File: config.mk
export PLATFORM = sky130hd
export DESIGN_NAME = fcdw_queue
export DESIGN_NICKNAME = d
export VERILOG_FILES = /design/src/rtl/fcdw_queue.sv
export SDC_FILE = /design/constraint.sdc
export NUM_CORES = 1
export LEC_CHECK = 0
export BUFFER_PORTS_ARGS = -buffer_cell sky130_fd_sc_hd__buf_2
export CAP_MARGIN = 30
export CORE_UTILIZATION = 48
export DETAILED_ROUTE_END_ITERATION = 7
export PLACE_DENSITY = 0.75
export SYNTH_ARGS = -nofsm -noshare
export SYNTH_HDL_FRONTEND = slang
export SYNTH_SLANG_ARGS = --single-unit
File: constraint.sdc
create_clock -name clk -period 1.75 [get_ports clk]
set_clock_uncertainty 0.15 [all_clocks]
set_input_delay 0.175 -clock clk [delete_from_list [all_inputs] [get_ports clk]]
set_output_delay 0.175 -clock clk [all_outputs]
set_load 0.02 [all_outputs]
File: src/rtl/fcdw_queue.sv
// Two-entry queue between the front end and the back end.
// Depends on nothing; the payload is an opaque packed vector.
module fcdw_queue #(
	parameter int WIDTH = 8
) (
	input  logic             clk,
	input  logic             arst_n,
	input  logic             push,
	input  logic [WIDTH-1:0] push_data,
	input  logic             pop,
	output logic             empty,
	output logic             full,
	output logic [WIDTH-1:0] head
);

	logic [WIDTH-1:0] mem_q [2];
	logic             wr_ptr_q;
	logic             rd_ptr_q;
	logic [1:0]       count_q;

	assign empty = (count_q == 2'd0);
	assign full  = (count_q == 2'd2);
	assign head  = mem_q[rd_ptr_q];

	// Pointer and occupancy tracking.
	always_ff @(posedge clk or negedge arst_n) begin
		if (!arst_n) begin
			wr_ptr_q <= 1'b0;
			rd_ptr_q <= 1'b0;
			count_q  <= 2'd0;
		end else begin
			if (push) begin
				wr_ptr_q <= ~wr_ptr_q;
			end
			if (pop) begin
				rd_ptr_q <= ~rd_ptr_q;
			end
			if (push && !pop) begin
				count_q <= count_q + 2'd1;
			end else if (pop && !push) begin
				count_q <= count_q - 2'd1;
			end
		end
	end

	// Entry storage needs no reset.
	always_ff @(posedge clk) begin
		if (push) begin
			mem_q[wr_ptr_q] <= push_data;
		end
	end

endmodule

After elaboration in Yosys (flattened, before gate mapping)
Memories as Yosys holds them, arrays and structs flattened.
Index checks and enable logic that the tools add are counted.
- register bits: 4
- memory bits (writable): 16
- input port bits: 12
- output and inout bits: 10
- memories: 1
- $add $sub $neg: 2
- equal/unequal tests: 1
- muxes and demuxes: 4
- bitwise gates (word level): 2
- reduce and logical (&&, ||, !) cells: 6
- memory list (name ; depth ; bits a word ; rd ports ; clocked after Yosys merged registers in ; write ports ; RTL line ; source):
    mem_q ; 2 ; 8 ; 1 ; 0 ; 1 ; 16 ; logic [WIDTH-1:0] mem_q [2];
- operators with widths (cell ; count):
    $mux W2 ; 2
    $add A2 B1 Y2 const B ; 1
    $eq A2 B2 Y1 const B ; 1
    $logic_and A1 B1 Y1 ; 2
    $logic_not A1 Y1 ; 2
    $logic_not A2 Y1 ; 1
    $mux W1 ; 2
    $not A1 Y1 ; 2
    $reduce_bool A2 Y1 ; 1
    $sub A2 B1 Y2 const B ; 1

Depth between registers and ports, before layout
- depth in word-level cells: 4
- depth in mapped cells: 5

Least setup slack after synthesis
OpenSTA, ideal clock, no wires.
- path kind: register to register
- from: register wr_ptr_q
- to: memory mem_q[0][0] (enable)
- library setup time: 0.373 ns
- arrival time: 0.789 ns
- data required time: 1.227 ns
- setup slack: 0.438 ns
- cell stages (with the launch flop): 2
- path buffers: 0
- path through: dfrtp_1 -> nor2b_1
- RTL lines (element ; RTL line ; source):
    start: declaration ; 17 ; logic wr_ptr_q;
    start signal: assignment ; 33 ; wr_ptr_q <= ~wr_ptr_q;
    end: declaration ; 16 ;
No word-level cell before the write port.

Final worst setup path
- from: register rd_ptr_q
- to: output port head[5]
- longest elaborated chain between the ends: 1
- RTL lines (element ; RTL line ; source):
    start: declaration ; 18 ; logic rd_ptr_q;
    start signal: assignment ; 36 ; rd_ptr_q <= ~rd_ptr_q;
    $mem_v2 Z2 W8 ; - ;
    end: declaration ; 13 ; output logic [WIDTH-1:0] head
Every way passes these cells.

==> results.toml <==
[die]
initial_utilization = 0.512
die-area_um2 = 1770
floorplan.io_pins = 22
floorplan.die.width_um = 42.1
placeableCoreArea_um2 = 1510
die_height_um = 42.1
std_cell_rows = 14

[route]
num_vias = 448
first_iter_violations = 4
drt-wirelength-per-cell_um = 12.5
detail_route.first_pass.iterations = 5
drt-met1-wl_um = 506
top_layer_used = "met4"
routed_wirelength_um = 1150
routed_via_density = 4.87
drc = 1
wl_met2_um = 592
detail-route-antenna-nets = 0
met3WireLength_um = 46

[outcome]
result_of_the_run = "finished with violations"
violations = "design-rule violations"

[pwr]
sequential_group_share_of_total_power = 0.517
comb_power_share = 0.345
power.internal_uw = 962
post-layout-total-power_mw = 1.43
clkPwrFrac = 0.138
power.net_switching_uw = 463
powerDensity_nw_per_um2 = 1390
leakagePower_nw = 0.424
power.share.switching = 0.325
vdd_ir_drop_max_mv = 0.794

[synth]
synth_top_family_by_area = "multiplexers"
share_of_synthesized_cell_area_in_full_adder_half_adder_and_majority_cells = 0.0162
synth_fp_nets = 54
synthMuxAreaShare = 0.117
yosys_register_bits = 20
yosys.area_share.xor_xnor = 0.0568
post_synth_instance_area_um2 = 771
fraction_of_the_mapped_netlist_area_in_compound_gates = 0
synth-simple-area-share = 0.0373
yosys_warnings = 0
seq_area_frac_synth = 0.753
post_synth.cell_area_avg_um2 = 18.8
netlist-cell-type-count = 12
cells_after_synth = 41

[sta]
holdWs_ps = 61.2
finalSetupViolations = 0
final_period_minus_worst_setup_slack_ps = 1620
setup_total_neg_slack_ps = 0
clock.fmax_mhz = 617
relSlewSlack = 0.742
fin_ws_ps = 130
drv_slew = 0
final_period_utilization = 0.926
timing_worst_slew_pin_value_ps = 386
grt_setup_unrepaired = "no"
finalHoldViolations = 0

[setup_path]
timing.critical_path.from_type = "flip-flop"
worst_path_arrival_time_ps = 1290
r2r.worst_path.cells = 1
timing.reg2reg.setup_slack_ps = 510
sort_of_element_at_the_end_of_the_critical_path = "primary output"
worstPathCellList = "mux2_2 -> buf_2"
crit_fanout = 9
worst_r2r_endpoint = "mem_q[1][6]"
worst-endpoint-required_ps = 1420
crit_slowest_cell = "dfrtp_2"
crit_type = "flip-flop to primary output"
crit-reg2reg-launch = "wr_ptr_q"
cpPeakStageDelay_ps = 490

[place]
detailedPlacementHpwl_um = 783
routabilityCongestion = 0.687
post-place-cells = 78
placed_cell_area_um2 = 892
port_buffers = 21
pre_cts_ws_ps = 337

[finish]
layout_common_cells = "buf_2 (21), edfxtp_1 (16), dlygate4sd3_1 (11)"
layout.cells.non_filler = 92
finish.net_count = 91
layout_commonest_cell = "buf_2"
utilization_of_the_core_after_routing = 0.681
post-route-cell-area_um2 = 1030
final_layout_size_suffix_gt1_frac = 0.461
antenna_cells_inserted = 0
flow.area_growth_from_synthesis_pct = 33.1

[cts]
numCtsBuffers = 3
path_clk_slew_ps = 90
tritoncts_num_sinks = 20
cts.path.max_buffers = 2
cts-root-buf = "clkbuf_4"
tritoncts = "done"
worst_skew_pair.late_latency_ps = 280
cts_h_tree_depth = 1

[global_routing]
first_global_vias = 443
wire_length_of_the_first_global_routing_pass_um = 1950
grt_util_all_layers = 0.156
number_of_antenna_violations_at_the_first_check_in_global_routing = 0
grt_remaining_overflow = 0
grt_max_degree = 11

[run]
drv.max_cap_violation_count = 0

[min_path]
hold_path.class = "primary input to asynchronous set/reset pin"
## logic make-up after synthesis
kind of cell,Yosys count
xor+xnor,5
buf+inv,2
mux,8
simple gates,5
flops,20
fa+ha+maj,1
## area by class of cell
cell class	count	area (um^2)
inverter	1	3.75
multi-input combinational	19	175
fill	116	480
sequential	20	582
clock buffer	3	22.5
tap	16	20.0
timing repair buffer	33	223
## critical path: cells and delay by family, from the launching register on
| kind | cells | cell delay, ps |
|---|---|---|
| muxes | 1 | 360 |
| DFF | 1 | 490 |
| buffers and inverters | 1 | 160 |
## timing repair
item                       in CTS  in global routing
resized for setup               0                  1
hold endpoints to repair       22                  0
hold buffers                   11                  0
setup buffers                   0                  0
setup endpoints to repair       0                  8
## power by group through the flow
| stage | clock network, mW | logic [mW] | registers, mW |
|---|---|---|---|
| 2_1_floorplan | 0 | 0.392 | 0.699 |
| 3_3_place_gp | 0 | 0.469 | 0.742 |
| 3_5_place_dp | 0 | 0.476 | 0.748 |
| 4_1_cts | 0.206 | 0.495 | 0.738 |
| 5_1_grt | 0.229 | 0.525 | 0.758 |
| 6_report | 0.197 | 0.492 | 0.737 |
## cell usage after synthesis
master    number  area [um^2]
mux2_2         8         90.1
edfxtp_1      16          480
and2b_2        1         8.76
and2_1         1         6.26
buf_6          1         11.3
nor2b_1        1         6.26
dfrtp_1        4          100
xor2_1         4         35.0
xnor2_1        1         8.76
nor2_1         2         7.51
ha_1           1         12.5
inv_1          1         3.75
## worst max-delay path by stage
stage               startpoint          end  depth (start not counted)
finish                rd_ptr_q      head[5]                          2
global route          rd_ptr_q      head[3]                          2
CTS                   rd_ptr_q      head[5]                          2
detailed placement    rd_ptr_q      head[5]                          2
global placement      rd_ptr_q      head[6]                          2
floorplan             wr_ptr_q  mem_q[0][0]                          1
## state kept, by name (all words and copies together), names as in the netlist
name,count
count_q,2
mem_q,16
rd_ptr_q,1
wr_ptr_q,1
## layer usage
| layer | track usage | vias to the layer above |
|---|---|---|
| li1 | - | 220 |
| met1 | 0.190 | 216 |
| met2 | 0.250 | 10 |
| met3 | 0.0517 | 2 |
| met4 | 0.0750 | 0 |
| met5 | 0 | - |
(Power assumes the default switching activity.)
