File: config.mk
export PLATFORM = sky130hd
export DESIGN_NAME = fcdw_front
export DESIGN_NICKNAME = d
export VERILOG_FILES = /design/src/rtl/fcdw_pkg.sv /design/src/rtl/fcdw_front.sv
export SDC_FILE = /design/constraint.sdc
export NUM_CORES = 1
export LEC_CHECK = 0
export BUFFER_PORTS_ARGS = -buffer_cell sky130_fd_sc_hd__buf_2
export CAP_MARGIN = 40
export CORE_AREA = 2 2 82 84
export DETAILED_ROUTE_END_ITERATION = 12
export DIE_AREA = 0 0 84 86
export HOLD_SLACK_MARGIN = 0.02
export SYNTH_ARGS = -nofsm -noshare
export SYNTH_HDL_FRONTEND = slang
export SYNTH_SLANG_ARGS = --single-unit
File: constraint.sdc
create_clock -name clk -period 2 [get_ports clk]
set_input_delay 0.4 -clock clk [delete_from_list [all_inputs] [get_ports clk]]
set_output_delay 0.4 -clock clk [all_outputs]
set_load 0.005 [all_outputs]
File: src/rtl/fcdw_pkg.sv
// Package for the FIR convolver with dry/wet mix.
// Holds the item classification codes, the back-end state type and fixed constants.
// No dependencies; the front end, the back end and the top refer to it by scoped names.
package fcdw_pkg;

	// Fixed field widths of the item and register format.
	localparam int IR_LEN_W  = 11;
	localparam int MIX_W     = 16;
	localparam int TAP_IDX_W = 10;
	localparam int ACC_W     = 64;

	// Unity wet fraction in Q15, one bit wider than the register.
	localparam logic [MIX_W:0] MIX_ONE = 17'd32768;

	// Register reset values.
	localparam logic [IR_LEN_W-1:0] IR_LENGTH_RST = 11'd1024;
	localparam logic [MIX_W-1:0]    WET_MIX_RST   = 16'd32768;

	// Register indexes, taken from paddr[2].
	localparam logic REG_IR_LENGTH = 1'b0;
	localparam logic REG_WET_MIX   = 1'b1;

	// Function code of an input item.
	localparam logic FUNC_LOAD = 1'b1;

	// Classification made by the front end.
	typedef enum logic [1:0] {
		OP_LOAD,
		OP_PASS,
		OP_FILT
	} op_t;

	// Control part of a queued item.
	typedef struct packed {
		op_t                 op;
		logic                tap_ok;
		logic [IR_LEN_W-1:0] len;
		logic [MIX_W-1:0]    mix;
	} item_ctrl_t;

	// Back-end sequencer states.
	typedef enum logic [3:0] {
		ST_CLEAR,
		ST_IDLE,
		ST_HIST,
		ST_MAC,
		ST_DRAIN,
		ST_MIX1,
		ST_MIX2,
		ST_MIX3,
		ST_DONE
	} st_t;

endpackage

File: src/rtl/fcdw_front.sv
// Front end: configuration registers, input acceptance and item classification.
// Depends on fcdw_pkg; feeds fcdw_queue.
module fcdw_front #(
	parameter int MAX_TAPS    = 1024,
	parameter int SAMPLE_BITS = 16
) (
	input  logic                           clk,
	input  logic                           arst_n,
	input  logic                           psel,
	input  logic                           penable,
	input  logic                           pwrite,
	input  logic [2:0]                     paddr,
	input  logic [31:0]                    pwdata,
	output logic [31:0]                    prdata,
	output logic                           pready,
	input  logic                           in_valid,
	output logic                           in_stall,
	input  logic                           func,
	input  logic [fcdw_pkg::TAP_IDX_W-1:0] tap_index,
	input  logic signed [SAMPLE_BITS-1:0]  value,
	input  logic                           q_full,
	input  logic                           clearing,
	output logic                           push,
	output logic [$bits(fcdw_pkg::item_ctrl_t)+fcdw_pkg::TAP_IDX_W+SAMPLE_BITS-1:0] push_data
);

	logic [fcdw_pkg::IR_LEN_W-1:0] ir_length_q;
	logic [fcdw_pkg::MIX_W-1:0]    wet_mix_q;
	logic [fcdw_pkg::IR_LEN_W-1:0] len_eff;
	logic [fcdw_pkg::MIX_W-1:0]    mix_eff;
	logic                          wr_en;
	fcdw_pkg::item_ctrl_t          ctrl;

	// Register write on the access phase of an APB transfer.
	assign pready = 1'b1;
	assign wr_en  = psel && penable && pwrite;

	always_ff @(posedge clk or negedge arst_n) begin
		if (!arst_n) begin
			ir_length_q <= fcdw_pkg::IR_LENGTH_RST;
			wet_mix_q   <= fcdw_pkg::WET_MIX_RST;
		end else if (wr_en) begin
			if (paddr[2] == fcdw_pkg::REG_IR_LENGTH) begin
				ir_length_q <= pwdata[fcdw_pkg::IR_LEN_W-1:0];
			end else begin
				wet_mix_q <= pwdata[fcdw_pkg::MIX_W-1:0];
			end
		end
	end

	// Register read-back.
	always_comb begin
		if (paddr[2] == fcdw_pkg::REG_IR_LENGTH) begin
			prdata = 32'(ir_length_q);
		end else begin
			prdata = 32'(wet_mix_q);
		end
	end

	// Input transfers are held off while the queue is full or taps are being cleared.
	assign in_stall = q_full || clearing;
	assign push     = in_valid && !in_stall;

	// Clamp the length and the mix, then classify the item.
	always_comb begin
		if (32'(ir_length_q) > 32'(MAX_TAPS)) begin
			len_eff = fcdw_pkg::IR_LEN_W'(MAX_TAPS);
		end else begin
			len_eff = ir_length_q;
		end
		if (wet_mix_q > fcdw_pkg::MIX_ONE[fcdw_pkg::MIX_W-1:0]) begin
			mix_eff = fcdw_pkg::MIX_ONE[fcdw_pkg::MIX_W-1:0];
		end else begin
			mix_eff = wet_mix_q;
		end

		ctrl.len    = len_eff;
		ctrl.mix    = mix_eff;
		ctrl.tap_ok = (32'(tap_index) < 32'(MAX_TAPS));
		if (func == fcdw_pkg::FUNC_LOAD) begin
			ctrl.op = fcdw_pkg::OP_LOAD;
		end else if ((len_eff == '0) || (mix_eff == '0)) begin
			ctrl.op = fcdw_pkg::OP_PASS;
		end else begin
			ctrl.op = fcdw_pkg::OP_FILT;
		end
	end

	assign push_data = {ctrl, tap_index, value};

endmodule

Word level (Yosys, flattened, before mapping)
Index checks and enable logic that the tools add are counted.
{ "totals": {"ff_bits": 27, "inputBits": 70, "elab_cells": 20} }
{ "classes": {"n_lt_le_gt_ge": 2, "muxes": 5, "bitwise_logic": 1, "reduce_logical": 10} }
{ "op_table": {"columns": ["op", "n"], "rows": [
  ["2-to-1 mux 16 bit", 2],
  ["greater-than comparator 16 bit (second input constant)", 1],
  ["logical NOT 16 bit", 1],
  ["greater-than comparator 11 bit (second input constant)", 1],
  ["logical NOT 11 bit", 1],
  ["2-to-1 mux 11 bit", 1],
  ["2-to-1 mux 2 bit", 2],
  ["AND reduction 2 bit", 2],
  ["logical AND 1 bit", 3],
  ["logical OR 1 bit", 2],
  ["logical NOT 1 bit", 1],
  ["NOT 1 bit", 1]
]} }

Depth between registers and ports, before layout
{ "depth": {"depth_word": 6, "mapped_depth": 4, "ltp_nobuf": 4} }

Least setup slack after synthesis
No wires, ideal clock.
{ "synth_timing": {"path_kind": "flip-flop to output port", "start": "reg wet_mix_q[7] in the netlist's numbering", "end": "out push_data[55] in the netlist's numbering", "arrival_ns": 1.170, "setup_slack_ns": 0.430, "stages_incl_launch_ff": 5, "path_buffers": 0, "cell_sequence": "dfrtp_1 -> nor4_2 -> nand2_1 -> o32a_1 -> nor2b_4"} }
{ "synth_via": {"elab_chain_cells": 6} }
{ "synth_rtl": {"columns": ["element", "line_no", "rtl"], "rows": [
  ["start, declared", "fcdw_front.sv:28", "logic [fcdw_pkg::MIX_W-1:0] wet_mix_q;"],
  ["start signal, assigned", "fcdw_front.sv:41", "wet_mix_q <= fcdw_pkg::WET_MIX_RST;"],
  ["start signal, assigned", "fcdw_front.sv:46", "wet_mix_q <= pwdata[fcdw_pkg::MIX_W-1:0];"],
  ["greater-than comparator 16 bit", "fcdw_front.sv:71", "if (wet_mix_q > fcdw_pkg::MIX_ONE[fcdw_pkg::MIX_W-1:0]) begin"],
  ["2-to-1 mux 16 bit *", "fcdw_front.sv:71", null],
  ["logical NOT 16 bit *", "fcdw_front.sv:82", "end else if ((len_eff == '0) || (mix_eff == '0)) begin"],
  ["logical OR 1 bit *", "fcdw_front.sv:82", null],
  ["2-to-1 mux 2 bit *", "fcdw_front.sv:82", null],
  ["2-to-1 mux 2 bit *", "fcdw_front.sv:80", "if (func == fcdw_pkg::FUNC_LOAD) begin"],
  ["end, declared", "fcdw_front.sv:24", "output logic [$bits(fcdw_pkg::item_ctrl_t)+fcdw_pkg::TAP_IDX_W+SAMPLE_BITS-1:0] push_data"]
]} }
Mark *: on every way between the ends. The rest lies on a longest branch, timed or not.

Worst setup path in the final report
{ "layout_timing": {"start": "reg wet_mix_q[14] in the netlist's numbering", "end": "out push_data[55] in the netlist's numbering"} }
Same word-level chain as after synthesis.

==> flow_summary.toml <==
[outcome]
outcome = "complete, but fails checks"
violations = "negative setup slack"

[critical_path]
cp_cell_sequence = "nor4_2 -> nand2_1 -> o32a_1 -> nor2b_4 -> buf_2"
timing.rr.start = "wet_mix_q[15]"
critical_path_class = "reg2out"
critPathTopFamily = "simple AND/OR/NAND/NOR gates"
path_max_fanout = 3
start_kind = "flip-flop"
cpMaxStageDelayCell = "dfrtp_1"
cp.required_ps = 1600
r2r-end = "wet_mix_q[15]"
rrSetupSlack_ps = 940
ff2ff_path_depth = 2
max_stage_delay_ps = 420
cp_num_buf_inv = 1
crit_path_end_kind = "output port"
crit_arrival_ps = 1680

[timing]
finalWorstSetupSlack_ps = -79.6
tightest_slew_ps = 630
tns_ps = -141
rsz0062_at_grt = "true"
worst_slew_margin_rel_pct = 58.0
hold_violations = 0
finalClockSkew_ps = 0
timing.final.crit_share_pct = 104
finalMaxSlewViolations = 0
whs_ps = 131
fmax_ghz = 0.481
setup_viol = 3
final.min_clock_period_ps = 2080

[clock_tree]
ctsHtreeMaxLevel = 1
clk_pin_slew_worst_paths_ps = 100
numCtsBuffers = 3
clk_latency_ps = 260
cts_tree = "built"
cts_root_buffer = "clkbuf_8"
cts.sinks = 27
cts.path.max_buffers = 2
holdBufCountCts = 0

[final_layout]
fillers = 669
drive_gt1_share_pct = 60.2
regArea_um2 = 678
multiInputGateArea_um2 = 856
layout.nets = 287
layout_commonest_cell = "buf_2"
final_cell_mix = "72 x buf_2, 34 x mux2_2, 25 x dfrtp_1"
final_area_um2 = 2110
syn_to_final_growth_pct = 14.9
n_antenna_cell = 0

[place]
placed_cell_area_um2 = 2020
place_congestion = 0.693
io_buffers = 72
dpl.hpwl_um = 3150

[detailed_routing]
post_drt_wl_per_cell_um = 14.0
vias = 1273
ant_nets = 0
dr.pass1.iters = 4
vias_per_cell = 4.34
drt_wl_total_um = 4110
first_iter_violations = 32
drc = 0

[job]
cap_violations = 0

[global_route]
grt_use_total_pct = 10.8
antenna_found_initial = 0
grt-ovfl-total = 0
grt_max_degree = 28
grt_pass1_wl_um = 6220
first_global_vias = 1225

[synthesis]
ys_ff_latch = 27
synth_cell_types = 25
ys_seq_area_share_pct = 36.9
yosys_warnings = 0
syn_area_um2 = 1840
synth.avg_cell_area_um2 = 10.9
syn_inst = 168

[power]
pwr_density_cell_nw_per_um2 = 838
max-vdd-ir-drop_v = 0.000284
p_leak_nw = 1.06
finalPower_w = 0.00177

[floorplan]
die_area_um2 = 7220
die_w_um = 84
rows = 29
core_region_area_um2 = 6280
pin_count = 161
start_util_pct = 29.3
die_h_um = 86

[min_path]
hp-class = "in2async"
-- Yosys cell counts (all sizes together) --
library cell | number | area [um2]
o32a | 1 | 10.0
clkbuf | 4 | 15.0
nand2 | 2 | 7.51
inv | 1 | 3.75
nor2b | 24 | 158
nand4b | 1 | 23.8
nor4 | 5 | 37.5
and2 | 7 | 43.8
nor3 | 1 | 5.00
dfrtp | 25 | 626
nor2 | 3 | 11.3
nand4 | 1 | 21.3
buf | 48 | 365
nand3 | 1 | 5.00
mux2 | 38 | 435
dfstp | 2 | 52.6
o21ai | 1 | 5.00
or2 | 1 | 6.26
conb | 2 | 7.51
-- cell families after synthesis --
logic type	after synthesis	share of synthesized area, %
flip-flops	27	36.9
other	2	0.408
multiplexers	38	23.7
AO/OA/AOI/OAI	2	0.816
buffers and inverters	53	20.9
AND/OR/NAND/NOR	46	17.3
-- power by group --
group	leakage [nW]	total, W	internal [W]	switching, W
Combinational	0.717	0.000648	0.000392	0.000256
Clock	0.0255	0.000312	0.000140	0.000173
Sequential	0.321	0.000811	0.000674	0.000137
Total	1.06	0.00177	0.00120	0.000566
-- repair_timing --
action,4_1_cts,5_1_grt
endpoints found under the setup margin,4,4
gates resized for setup,3,0
setup buffers,2,2
pin swaps,0,5
-- cell type report --
class	instances	area share, %
multi-input cells	104	40.5
clock inverters	1	0.237
flip-flops and latches	27	32.1
inverters	1	0.178
well taps	77	4.56
clock buffers	3	1.95
repair buffers	80	20.5
-- flip-flops by register name, summed over array words and instances (netlist names) --
| name | cells |
|---|---|
| wet_mix_q | 16 |
| ir_length_q | 11 |
-- layer usage --
layer  vias up  routed length [um]  track usage [%]
met2        55                2010             17.7
met5         -                   0                0
met3        10                 260             1.64
li1        596                   -                -
met4         0                  34             3.67
met1       612                1810             14.5
-- worst max path at each step --
| stage | slack (ps) | cells after the start | to | start |
|---|---|---|---|---|
| global route | -200 | 5 | push_data[55] | wet_mix_q[14] |
| detailed placement | 170 | 5 | push_data[55] | ir_length_q[0] |
| finish | -80 | 5 | push_data[55] | wet_mix_q[14] |
| floorplan | 430 | 4 | push_data[55] | wet_mix_q[7] |
| CTS | -100 | 5 | push_data[55] | wet_mix_q[7] |
| global placement | 170 | 5 | push_data[55] | wet_mix_q[0] |
-- stage by stage --
stage	cells	setup slack, ps	utilization (%)
after CTS	291	-95.9	33.4
after detailed placement	285	171	32.2
after floorplan	184	430	-
after global placement	285	167	32.2
after global routing	293	-196	33.7
final	293	-79.6	33.7
Note: power is estimated with default switching activity, not from simulation.
